`src/sv/two_pkg.sv`:
```
// shared types and constants for the tracking wheel odometry block
// used by two_cordic and tracking_wheel_odometry_top; depends on nothing
`default_nettype none

package two_pkg;

  localparam int FRAC_BITS = 16;
  localparam int TRIG_BITS = 30;
  localparam int ATAN_MAX  = 24;

  localparam logic [4:0] FRAC_SH = 5'd16;
  localparam logic [4:0] TRIG_SH = 5'd30;

  // cordic angle domain, degrees in q30
  localparam logic signed [41:0] D90  = 42'sd96636764160;
  localparam logic signed [41:0] D180 = 42'sd193273528320;
  localparam logic signed [41:0] D360 = 42'sd386547056640;

  // heading domain, degrees in q16
  localparam logic signed [27:0] H180 = 28'sd11796480;
  localparam logic signed [27:0] H360 = 28'sd23592960;

  localparam logic signed [33:0] CORDIC_GAIN_Q30 = 34'sd652032874;
  localparam logic signed [33:0] PI_OVER_180_Q30 = 34'sd18740330;
  // ceil(2^33 / 3), exact divide by three for 32-bit magnitudes
  localparam logic signed [33:0] RECIP3 = 34'sd2863311531;

  localparam logic [1:0] CNT_ONE   = 2'd1;
  localparam logic [1:0] CNT_TWO   = 2'd2;
  localparam logic [1:0] CNT_THREE = 2'd3;

  localparam logic [2:0] REG_FRONT = 3'd0;
  localparam logic [2:0] REG_BACK  = 3'd1;
  localparam logic [2:0] REG_RIGHT = 3'd2;
  localparam logic [2:0] REG_LEFT  = 3'd3;
  localparam logic [2:0] REG_HCNT  = 3'd4;
  localparam logic [2:0] REG_VCNT  = 3'd5;

  typedef struct packed {
    logic               start;
    logic signed [25:0] angle;
  } trig_req_t;

  typedef struct packed {
    logic               done;
    logic signed [33:0] sin_v;
    logic signed [33:0] cos_v;
  } trig_res_t;

  function automatic logic signed [36:0] atan_deg(input logic [4:0] idx);
    logic signed [36:0] v;
    case (idx)
      5'd0:  v = 37'sd48318382080;
      5'd1:  v = 37'sd28524006506;
      5'd2:  v = 37'sd15071301663;
      5'd3:  v = 37'sd7650428050;
      5'd4:  v = 37'sd3840059795;
      5'd5:  v = 37'sd1921901881;
      5'd6:  v = 37'sd961185452;
      5'd7:  v = 37'sd480622056;
      5'd8:  v = 37'sd240314695;
      5'd9:  v = 37'sd120157806;
      5'd10: v = 37'sd60078960;
      5'd11: v = 37'sd30039487;
      5'd12: v = 37'sd15019745;
      5'd13: v = 37'sd7509872;
      5'd14: v = 37'sd3754936;
      5'd15: v = 37'sd1877468;
      5'd16: v = 37'sd938734;
      5'd17: v = 37'sd469367;
      5'd18: v = 37'sd234683;
      5'd19: v = 37'sd117342;
      5'd20: v = 37'sd58671;
      5'd21: v = 37'sd29335;
      5'd22: v = 37'sd14668;
      5'd23: v = 37'sd7334;
      default: v = 37'sd0;
    endcase
    return v;
  endfunction

endpackage

`default_nettype wire

```
`src/sv/two_cordic.sv`:
```
// iterative rotation-mode cordic, one micro-rotation per cycle
// returns sin and cos in q30 of a q16 degree angle; uses two_pkg
`default_nettype none

module two_cordic #(
  parameter int CORDIC_STEPS = 16
) (
  input  wire logic              clk,
  input  wire logic              rst_n,
  input  wire two_pkg::trig_req_t req,
  output two_pkg::trig_res_t      res
);

  localparam int IW = $clog2(CORDIC_STEPS);

  typedef enum logic [2:0] {C_IDLE, C_F1, C_F2, C_F90, C_RUN, C_FLIP} cst_t;

  cst_t               state_r;
  logic [IW-1:0]      i_r;
  logic signed [41:0] z_r;
  logic signed [33:0] x_r, y_r;
  logic               flip_r;
  logic               done_r;

  logic signed [33:0] xs, ys;
  logic signed [36:0] at;
  logic signed [41:0] zfold;

  always_comb begin
    xs = x_r >>> i_r;
    ys = y_r >>> i_r;
    at = two_pkg::atan_deg(5'(i_r));
    if (z_r > two_pkg::D180) begin
      zfold = z_r - two_pkg::D360;
    end else if (z_r < -two_pkg::D180) begin
      zfold = z_r + two_pkg::D360;
    end else begin
      zfold = z_r;
    end
  end

  always_ff @(posedge clk) begin
    if (!rst_n) begin
      state_r <= C_IDLE;
      done_r  <= 1'b0;
      i_r     <= '0;
      flip_r  <= 1'b0;
    end else begin
      case (state_r)
        C_IDLE: begin
          if (req.start) begin
            z_r     <= {{2{req.angle[25]}}, req.angle, 14'b0};
            done_r  <= 1'b0;
            state_r <= C_F1;
          end
        end
        C_F1: begin
          z_r     <= zfold;
          state_r <= C_F2;
        end
        C_F2: begin
          z_r     <= zfold;
          state_r <= C_F90;
        end
        C_F90: begin
          if (z_r > two_pkg::D90) begin
            z_r    <= z_r - two_pkg::D180;
            flip_r <= 1'b1;
          end else if (z_r < -two_pkg::D90) begin
            z_r    <= z_r + two_pkg::D180;
            flip_r <= 1'b1;
          end else begin
            flip_r <= 1'b0;
          end
          x_r     <= two_pkg::CORDIC_GAIN_Q30;
          y_r     <= '0;
          i_r     <= '0;
          state_r <= C_RUN;
        end
        C_RUN: begin
          if (!z_r[41]) begin
            x_r <= x_r - ys;
            y_r <= y_r + xs;
            z_r <= z_r - 42'(at);
          end else begin
            x_r <= x_r + ys;
            y_r <= y_r - xs;
            z_r <= z_r + 42'(at);
          end
          if (i_r == IW'(CORDIC_STEPS - 1)) begin
            state_r <= C_FLIP;
          end else begin
            i_r <= i_r + 1'b1;
          end
        end
        C_FLIP: begin
          if (flip_r) begin
            x_r <= -x_r;
            y_r <= -y_r;
          end
          done_r  <= 1'b1;
          state_r <= C_IDLE;
        end
        default: state_r <= C_IDLE;
      endcase
    end
  end

  assign res.done  = done_r;
  assign res.sin_v = y_r;
  assign res.cos_v = x_r;

endmodule

`default_nettype wire

```
`config.mk`:
```
export PLATFORM = sky130hd
export DESIGN_NAME = two_cordic
export DESIGN_NICKNAME = d
export VERILOG_FILES = /design/src/sv/two_pkg.sv /design/src/sv/two_cordic.sv
export SDC_FILE = /design/constraint.sdc
export NUM_CORES = 1
export LEC_CHECK = 0
export BUFFER_PORTS_ARGS = -buffer_cell sky130_fd_sc_hd__buf_2
export CAP_MARGIN = 40
export CORE_MARGIN = 10
export CORE_UTILIZATION = 25
export DETAILED_ROUTE_END_ITERATION = 16
export SYNTH_ARGS = -nofsm -noshare
export SYNTH_HDL_FRONTEND = slang
export SYNTH_SLANG_ARGS = --single-unit
```
`constraint.sdc`:
```
create_clock -name clk -period 19 [get_ports clk]
set_input_delay 0.95 -clock clk [delete_from_list [all_inputs] [get_ports clk]]
set_output_delay 0.95 -clock clk [all_outputs]
set_load 0.005 [all_outputs]
```
==> results.toml <==
[grt]
grt_pass1_wl_um = 101000
antenna_found_initial = 1
grt_pass1_vias = 17800
grt-ovfl-total = 0
grt_max_degree = 66
grt.total_usage_pct = 13.4

[clocking]
hold_buffers = 0
cts_tree = "yes"
numCtsBuffers = 17
cts.sinks = 155
cts_resized = 0
path_clk_slew_ns = 0.08
clock_path_buffers = 2
htreeDepth = 4
root_buffer = "clkbuf_16"
postCtsSetupBuffers = 0
clk_latency_ns = 0.47

[logic_synthesis]
synth_cell_types = 96
synth_seq_area_share_pct = 20.6
synth_area_leader_cell = "edfxtp_1"
yosysTopAreaCellShare_pct = 16.2
synth_edf_count = 110
synth_commonest_cells = "nor2_1 (232), a21oi_1 (225), nand2_1 (225), o21ai_0 (150), ha_1 (133)"
synth_warnings = 0
ys.flop_type = "edfxtp_1"
synth_seq_cells = 155
synth.most_common_cell = "nor2_1"
syn_nets = 2617
syn_inst = 2451
postSynth.asyncResetShare_pct = 0
syn_avg_cell_area_sq_um = 8.31
synth_area_leaders = "edfxtp_1 (16%), ha_1 (8.2%), mux4_2 (7.6%), xor2_1 (5.7%), a21oi_1 (5.5%)"
synthesis.area_sq_mm = 0.0204

[setup_path]
critPathSlowestCell = "dfxtp_4"
required_ns = 19.20
crit_type = "flip-flop to flip-flop"
path_cells = "buf_4 > clkinv_1 > mux2_2 > o21a_1 > a21bo_2 > ha_1 > a21boi_1 > and3_1 > nand2_1 > nor2_1 > nor2_1 > xor2_1 > ha_1 > and3_1 > and2_1 > a221oi_1 > o21a_1 > nand2_1 > a221oi_1 > o21bai_1 > a21oi_1 > xor2_1 > o22ai_1"
startpoint_type = "flip-flop"
worstSetupEndpointType = "flip-flop"
critPathMaxFanout = 45
critPathArrivalTime_ns = 7.09
max_stage_delay_ns = 0.76

[sta]
rsz0062_at_grt = "false"
finalSetupTns_ns = 0
fin_crit_ns = 6.89
hold_viol = 0
fin_crit_sh_pct = 36.2
tightest_slew_ns = 0.880
final-setup-viol-count = 0
fmax_ghz = 0.145
max_slew_margin_pct = 41.3
skew_ns = 0.0176
timing.final.ws_setup_ns = 12.11
drv_slew = 0

[die]
num_rows = 104
fp.coreArea_sq_mm = 0.0807
ios = 98
die_area_sq_mm = 0.0933
die_h_um = 305
fp.dieW_um = 305
initial_core_util_pct = 25.3

[layout]
area_delta_synth_final_pct = 9.51
multi_input_area_sq_mm = 0.0152
n_fill_cell = 8736
n_antenna_cell = 0
num-nets-final = 2597
final-seq-area_sq_mm = 0.00422
drive_above_1_share_pct = 12.7

[detailed_routing]
ant_nets = 0
drtPass1Iterations = 6
drc = 0
vias = 18700
wirelength_um = 65000
vias_per_cell = 5.35
wire_per_inst_um = 18.6
drt-initial-drc-count = 1582

[place]
port-buffer-count = 97
post-dp-hpwl_um = 49300
routabilityCongestion = 0.890
dpl_worst_slack_ns = 12.17

[power_and_ir_drop]
leakagePower_nw = 8.55
powerDensity_mw_per_mm2 = 61.0
ir_drop_mv = 0.0513
finalPower_mw = 1.36

[outcome]
status = "completed"

[run]
max_cap_viol_count = 0

[worst_hold_path]
hold_path_class = "flip-flop to flip-flop"
[worst paths after layout]
| path | startpoint | end | slack [ns] | cells after the start |
|---|---|---|---|---|
| worst max-delay path | i_r[1] | y_r[29] | 12.11 | 23 |
| worst min-delay path | flip_r | flip_r | 0.47 | 2 |
| worst max register to register | i_r[1] | y_r[29] | 12.11 | 23 |
| worst min register to register | flip_r | flip_r | 0.47 | 2 |
[routing by layer]
metal | up-vias | share of wire [%] | global-route usage [%] | routed length, um
met1 | 9035 | 44 | 17.0 | 28700
met3 | 61 | 5.3 | 2.21 | 3450
li1 | 9075 | - | - | -
met2 | 561 | 49 | 23.1 | 31700
met4 | 0 | 1.8 | 3.45 | 1200
met5 | - | 0 | 0 | 0
[stage by stage]
stage / hold slack [ns] / std cells / util, % / instance area [sq um]
6_report: 0.469 / 3504 / 27.7 / 22300
5_1_grt: 0.493 / 3504 / 27.7 / 22300
4_1_cts: 0.474 / 3504 / 27.7 / 22300
3_3_place_gp: 0.446 / 3469 / 26.9 / 21700
3_5_place_dp: 0.456 / 3472 / 26.9 / 21700
2_1_floorplan: 0.435 / 2451 / - / 20400
[critical path, delay by kind of cell, from the launching register on]
family | cells | cell delay, ns
adders and majority gates | 2 | 0.50
muxes | 1 | 0.38
AOI/OAI and AO/OA | 9 | 2.19
xor gates and xnor gates | 2 | 0.32
buffers and inverters | 2 | 1.24
DFF | 1 | 0.76
and+or+nand+nor | 7 | 1.14
[logic make-up after synthesis]
| logic type | Yosys count | share of synthesized area [%] |
|---|---|---|
| muxes | 187 | 14.4 |
| and+or+nand+nor | 794 | 19.1 |
| adders and majority gates | 137 | 8.56 |
| xor gates and xnor gates | 255 | 11.0 |
| DFF | 155 | 20.6 |
| buffers and inverters | 226 | 4.88 |
| AOI/OAI and AO/OA | 697 | 21.5 |
[flip-flops by register name, summed over array words and instances (netlist names)]
| register | flops |
|---|---|
| done_r | 1 |
| z_r | 42 |
| y_r | 34 |
| state_r | 3 |
| x_r | 34 |
| flip_r | 1 |
| i_r | 4 |
| at | 36 |
[placed cells by master (no fill, tap or decap), drive strengths merged, types with 25 or more instances in the layout]
master | synthesis | final
a31oi | 31 | 31
xnor2 | 123 | 123
nand3 | 30 | 30
a211oi | 37 | 37
edfxtp | 110 | 110
o21a | 27 | 27
nand2 | 225 | 225
mux2i | 72 | 72
nor3 | 62 | 62
a21oi | 226 | 226
nor4 | 27 | 27
or3 | 27 | 27
mux4 | 79 | 79
o211ai | 25 | 25
nor2b | 29 | 29
o21ai | 151 | 151
xor2 | 132 | 132
inv | 65 | 74
dfxtp | 45 | 45
mux2 | 36 | 36
a21o | 62 | 62
buf | 60 | 119
nor2 | 233 | 233
ha | 133 | 133
nand2b | 29 | 29
[power breakdown]
| part | switching [mW] | leakage, nW | internal (mW) |
|---|---|---|---|
| logic | 0.341 | 6.88 | 0.250 |
| registers | 0.0303 | 1.37 | 0.380 |
| clock network | 0.178 | 0.296 | 0.183 |
| total | 0.549 | 8.55 | 0.813 |
[layout make-up]
| class | count | share of cell area [%] |
|---|---|---|
| clock buffers | 18 | 2.02 |
| flip-flops and latches | 155 | 18.9 |
| inverters | 68 | 1.14 |
| multi-input cells | 2070 | 68.3 |
| clock inverters | 14 | 0.656 |
| well taps | 1060 | 5.94 |
| repair buffers | 119 | 3.06 |
(Power assumes the default switching activity.)
